<file path="src/quaternion_to_euler_angles_assert.svh">
// ----------------------------------------------------------------------------
// Assertion macros for the quaternion to Euler angles block
// Concurrent checks that compile away when SYNTHESIS is defined.
// ----------------------------------------------------------------------------
`ifndef QUATERNION_TO_EULER_ANGLES_ASSERT_SVH
`define QUATERNION_TO_EULER_ANGLES_ASSERT_SVH
`ifndef SYNTHESIS
`define QTE_ASSERT_IMPL(lbl, clk, rst_n, ante, cons) \
  lbl: assert property (@(posedge clk) disable iff (!rst_n) (ante) |-> (cons)) \
    else $error("qte assertion failed: same-cycle check");
`define QTE_ASSERT_NEXT(lbl, clk, rst_n, ante, cons) \
  lbl: assert property (@(posedge clk) disable iff (!rst_n) (ante) |=> (cons)) \
    else $error("qte assertion failed: next-cycle check");
`else
`define QTE_ASSERT_IMPL(lbl, clk, rst_n, ante, cons)
`define QTE_ASSERT_NEXT(lbl, clk, rst_n, ante, cons)
`endif
`endif

</file>
<file path="src/qte_pkg.sv">
// ----------------------------------------------------------------------------
// qte_pkg
// Widths, constants and payload types shared by the Euler angle pipeline.
// ----------------------------------------------------------------------------
package qte_pkg;

  localparam int Q14_W    = 16;
  localparam int PROD_W   = 32;
  localparam int ARG_W    = 34;
  localparam int SQ_BITS  = 31;
  localparam int SQ_VW    = 63;
  localparam int CW       = 45;
  localparam int ANG_W    = 34;
  localparam int SHIFT_W  = 6;
  localparam int NORM_TOP = 40;
  localparam int TAB_LEN  = 24;
  localparam int CENTI_W  = 52;

  // atan(2^-i) in binary angle units, 2^32 per turn.
  localparam logic signed [ANG_W-1:0] ATAN_TAB [TAB_LEN] = '{
    34'sd536870912, 34'sd316933406, 34'sd167458907, 34'sd85004756,
    34'sd42667331,  34'sd21354465,  34'sd10679838,  34'sd5340245,
    34'sd2670163,   34'sd1335087,   34'sd667544,    34'sd333772,
    34'sd166886,    34'sd83443,     34'sd41722,     34'sd20861,
    34'sd10430,     34'sd5215,      34'sd2608,      34'sd1304,
    34'sd652,       34'sd326,       34'sd163,       34'sd81
  };

  localparam logic signed [ANG_W-1:0]   QUARTER_TURN = 34'sd1073741824;
  localparam logic signed [ARG_W-1:0]   DEGEN_N      = 34'sd269;
  localparam logic signed [CENTI_W-1:0] CENTI_SCALE  = 52'sd36000;
  localparam logic signed [CENTI_W-1:0] HALF_UNIT    = 52'sd2147483648;

  typedef struct packed {
    logic degen;
    logic clamp;
    logic neg;
  } tag_t;

  typedef struct packed {
    logic signed [CW-1:0]    x;
    logic signed [CW-1:0]    y;
    logic signed [ANG_W-1:0] ang;
    logic                    zero;
    tag_t                    tag;
  } crd_t;

  typedef struct packed {
    logic signed [ARG_W-1:0] roll_y;
    logic signed [ARG_W-1:0] roll_x;
    logic signed [ARG_W-1:0] yaw_y;
    logic signed [ARG_W-1:0] yaw_x;
    logic [SQ_BITS-1:0]      ss;
    tag_t                    tag;
  } side_t;

  typedef struct packed {
    logic [SQ_VW-1:0]   rem;
    logic [SQ_BITS-1:0] root;
    side_t              side;
  } sq_t;

endpackage

</file>
<file path="src/qte_sqrt_cell.sv">
// ----------------------------------------------------------------------------
// qte_sqrt_cell
// One bit of a pipelined restoring square root; carries side data along.
// ----------------------------------------------------------------------------
module qte_sqrt_cell #(
  parameter int BIT = 0
) (
  input  logic          clk,
  input  logic          en,
  input  qte_pkg::sq_t  d_in,
  output qte_pkg::sq_t  d_out
);

  logic [qte_pkg::SQ_VW-1:0] trial;
  qte_pkg::sq_t              sq_nxt;
  qte_pkg::sq_t              sq_r;

  // The remainder holds v - root^2; setting this bit costs 2*root*2^BIT + 4^BIT.
  always_comb begin
    trial  = (qte_pkg::SQ_VW'(d_in.root) << (BIT + 1))
           + (qte_pkg::SQ_VW'(1) << (2 * BIT));
    sq_nxt = d_in;
    if (d_in.rem >= trial) begin
      sq_nxt.rem  = d_in.rem - trial;
      sq_nxt.root = d_in.root | (qte_pkg::SQ_BITS'(1) << BIT);
    end
  end

  always_ff @(posedge clk) begin
    if (en) begin
      sq_r <= sq_nxt;
    end
  end

  assign d_out = sq_r;

endmodule

</file>
<file path="config.mk">
export PLATFORM = sky130hd
export DESIGN_NAME = qte_sqrt_cell
export DESIGN_NICKNAME = d
export VERILOG_FILES = /design/src/quaternion_to_euler_angles_assert.svh /design/src/qte_pkg.sv /design/src/qte_sqrt_cell.sv
export SDC_FILE = /design/constraint.sdc
export NUM_CORES = 1
export LEC_CHECK = 0
export BUFFER_PORTS_ARGS = -buffer_cell sky130_fd_sc_hd__buf_4
export CORE_AREA = 2 2 208 210
export DETAILED_ROUTE_END_ITERATION = 8
export DIE_AREA = 0 0 210 212
export PLACE_DENSITY = 0.48
export SLEW_MARGIN = 10
export SYNTH_ARGS = -nofsm -noshare
export SYNTH_HDL_FRONTEND = slang
export SYNTH_SLANG_ARGS = --single-unit
export TNS_END_PERCENT = 100
</file>
<file path="constraint.sdc">
create_clock -name clk -period 3.9 [get_ports clk]
set_clock_uncertainty 0.05 [all_clocks]
set_input_delay 0.39 -clock clk [delete_from_list [all_inputs] [get_ports clk]]
set_output_delay 0.39 -clock clk [all_outputs]
set_load 0.01 [all_outputs]
</file>
# After elaboration in Yosys (flattened, before gate mapping)
# Index checks and enable logic that the tools add are counted.
word_totals:
  output_inout_bits: 264
  word_cells: 15
  ff_bits: 264
  input_bits: 266
classes:
  n_lt_le_gt_ge: 1
  mux: 1
  addsub: 2
op_table:
  columns: ["cell", "count"]
  rows:
  - ["$mux W94", 1]
  - ["$ge A63 B33 Y1", 1]
  - ["$sub A63 B33 Y63", 1]
  - ["$add A32 B1 Y33 const B", 1]

# Depth between registers and ports, before layout
logic_depth:
  ltp_word: 3
  mapped_depth: 13
  mapped_depth_nobuf: 11

# Least setup slack after synthesis
# Ideal clock, no wire load.
synth_path:
  path_kind: "input-to-reg"
  start: "input port d_in[172] in the netlist's numbering"
  end: "register sq_r (netlist bit d_out[262]), data pin"
  setup_slack_ns: 0.977
  required_ns: 3.590
  setup_ns: 0.260
  t_arrival_ns: 2.613
  path_buffers: 0
  stages: 11
  path_cell_list: "inv_1 -> ha_1 -> o211ai_1 -> o21ai_0 -> nand4_1 -> a21oi_1 -> o21ai_0 -> a211oi_1 -> o2111ai_1 -> nand3_1 -> mux2_2"
synth_lines:
  columns: ["element", "line", "source"]
  rows:
  - ["start, declared", "qte_sqrt_cell.sv:10", "input qte_pkg::sq_t d_in,"]
  - ["end signal, assigned", "qte_sqrt_cell.sv:31", "sq_r <= sq_nxt;"]
  - ["end, declared", "qte_sqrt_cell.sv:16", "qte_pkg::sq_t sq_r;"]

==> impl_metrics.tcl <==
set metrics [dict create \
    hold_path_depth 3 \
    synthXorXnorAreaFrac_pct 4.66 \
    cp_slowest_stage_delay_ns 0.53 \
    largest_reg_flops 264 \
    fin_area_sq_um 18900 \
    ys_warn_count 0 \
    overflow 0 \
    synthCells 757 \
    timing.setup.critical_path_class "input port to flip-flop" \
    mostFrequentLayoutCell "buf_4" \
    initial_core_util_pct 26.1 \
    max_slew.worst_pin.slew_ns 0.816 \
    peakVddDrop_mv 0.246 \
    dp_hpwl_mm 34.5 \
    via_per_inst 4.46 \
    synth_simple_gate_area_share_pct 9.53 \
    ctsRootBufferMaster "clkbuf_16" \
    regArea_sq_um 7930 \
    cts_buffers 34 \
    synth-adder-area-share_pct 3.79 \
    avgSynthCellArea_sq_um 14.7 \
    grt_setup_unrepaired "no" \
    p_per_area_nw_per_um2 424 \
    relSlewSlack_pct 45.1 \
    drive_above_1_share_pct 39.8 \
    cts_tree "done" \
    hold_class "input port to flip-flop" \
    finalSetupTns_ns 0 \
    crit_buf_inv 3 \
    drv_slew 0 \
    cp_top_family "simple AND/OR/NAND/NOR gates" \
    crit_slowest_cell "dlygate4sd3_1" \
    die_h_um 212 \
    synth_compound_area_share_pct 7.79 \
    synth_nets 1056 \
    crit_cells 12 \
    gp_congestion 0.836 \
    antenna_found_initial 13 \
    path_cells "dlygate4sd3_1 -> buf_4 -> inv_1 -> ha_1 -> nand2_1 -> nor3_1 -> nand3_1 -> o311a_1 -> o31a_1 -> nor3_4 -> nand3_1 -> xnor2_1" \
    clock.fmax_mhz 279 \
    wl_per_cell_um 21.6 \
    cp.required_ns 4.13 \
    synth_top_family_by_area "simple AND/OR/NAND/NOR gates" \
    p_leak_uw 0.00785 \
    grt_max_degree 100 \
    coreArea_sq_um 42500 \
    multi_input_area_sq_um 2940 \
    port_buffers 529 \
    synth_edf_count 264 \
    finalCriticalPeriod_ns 3.58 \
    yosysSeqAreaShare_pct 71.5 \
    clk_path_buf_depth 3 \
    grt_usage_pct 19.6 \
    final.fill_count 3929 \
    dpl-instance-area_sq_um 15800 \
    netlist_area_sq_um 11100 \
    synth_flop_cell "edfxtp_1" \
    cp-end-kind "flip-flop" \
    arrival_ns 3.81 \
    clock_sink_count 264 \
    worst_path_most_repeated_cell "nand3_1" \
    postRouteAntennaNets 0 \
    worstPathMaxFanout 10 \
    yosysUniqueCellTypes 63 \
    via_count 9336 \
    die-area_sq_um 44500 \
    setup_viol 0 \
    final_cell_mix "540 x buf_4, 264 x edfxtp_1, 200 x dlygate4sd3_1" \
    firstDrtPassIters 5 \
    ios 530 \
    die_x_um 210 \
    hold_viol 0 \
    htree_levels 2 \
    grt_pass1_wl_mm 63.9 \
    synthArstFlopShare_pct 0 \
    clkTransAtPathRegs_ns 0.07 \
    startpoint_type "input port" \
    synth_mux_area_share_pct 0.699 \
    grt_pass1_vias 9602 \
    area_delta_synth_final_pct 70.0 \
    fp-row-count 76 \
    dr.first_iter.drc_count 523 \
    ys_ff_latch 264 \
    fin_nets 1819 \
    timing.final.crit_share_pct 91.8 \
    routed_wirelength_mm 45.3 \
    drc_errors 0 \
    maxCapViolCount 0 \
    status "complete, no violations" \
]
-- Yosys cell counts (4+ instances only) --
library cell / n / share of area (%)
o21bai_1: 5 / 0.34
a31oi_1: 8 / 0.45
o21ai_0: 23 / 1.0
xnor2_1: 38 / 3.0
xor2_1: 21 / 1.7
nor4_1: 11 / 0.62
buf_2: 9 / 0.41
nor2b_1: 4 / 0.23
clkbuf_1: 5 / 0.17
a21o_1: 16 / 1.1
ha_1: 32 / 3.6
nand4_1: 13 / 0.73
nor2_1: 62 / 2.1
nand2_1: 36 / 1.2
mux2_2: 6 / 0.61
edfxtp_1: 264 / 71
nor3_1: 18 / 0.81
a21oi_1: 57 / 2.6
and3_1: 5 / 0.28
nand3_1: 21 / 0.95
inv_1: 40 / 1.4
-- logic make-up after synthesis --
family,Yosys count
flip-flops,264
AND/OR/NAND/NOR,201
AO/OA/AOI/OAI,137
XOR/XNOR,59
buffers and inverters,56
adder cells (fa/ha/maj),33
multiplexers,7
-- area by class of cell --
type / count / share of cell area [%]
flip-flops and latches: 264 / 42.0
repair buffers: 743 / 32.4
multi-input cells: 437 / 15.6
clock buffers: 38 / 4.70
well taps: 546 / 3.62
inverters: 40 / 0.796
clock inverters: 19 / 0.783
diodes: 5 / 0.0664
-- through the flow --
step | setup WS (ns) | utilization (%) | power [uW] | instances | hold slack (ns)
floorplan | 0.977 | - | 4030 | 757 | 0.439
global placement | 0.309 | 37.2 | 4900 | 1830 | 0.518
detailed placement | 0.214 | 37.2 | 4900 | 1830 | 0.519
CTS | 0.236 | 44.3 | 8110 | 2087 | 0.0693
global route | 0.0579 | 44.3 | 8310 | 2090 | 0.0952
finish | 0.321 | 44.4 | 7990 | 2092 | 0.102
-- worst min-delay path, stage by stage --
cell     delay [ns]
buf_4          0.09
inv_1          0.05
nand2_1        0.05
-- where the power goes --
group | leakage (uW) | internal (uW) | total, uW | switching, uW
Clock | 0.000494 | 1760 | 2990 | 1230
Combinational | 0.00477 | 779 | 1500 | 725
Sequential | 0.00258 | 3430 | 3500 | 76.4
Total | 0.00785 | 5970 | 7990 | 2030
-- per-layer routing --
metal  GRT usage, %  vias up  share of wire, %
met5              0        -              0.26
met1           22.0     4461                38
met4           7.48       16               3.6
li1               -     4405                 -
met2           34.6      372                50
met3           6.47       82               7.3
-- path summary, 6_finish.rpt --
path,startpoint,slack (ns),to
setup / recovery,d_in[184],0.32,d_out[263]
hold / removal,d_in[170],0.10,d_out[170]
-- timing repair --
item	4_1_cts	5_1_grt
hold endpoints to repair	200	0
gates resized for setup	0	0
hold buffers	200	0
endpoints found under the setup margin	0	2
setup buffers	0	0
Power figures use the tool's default switching activity.
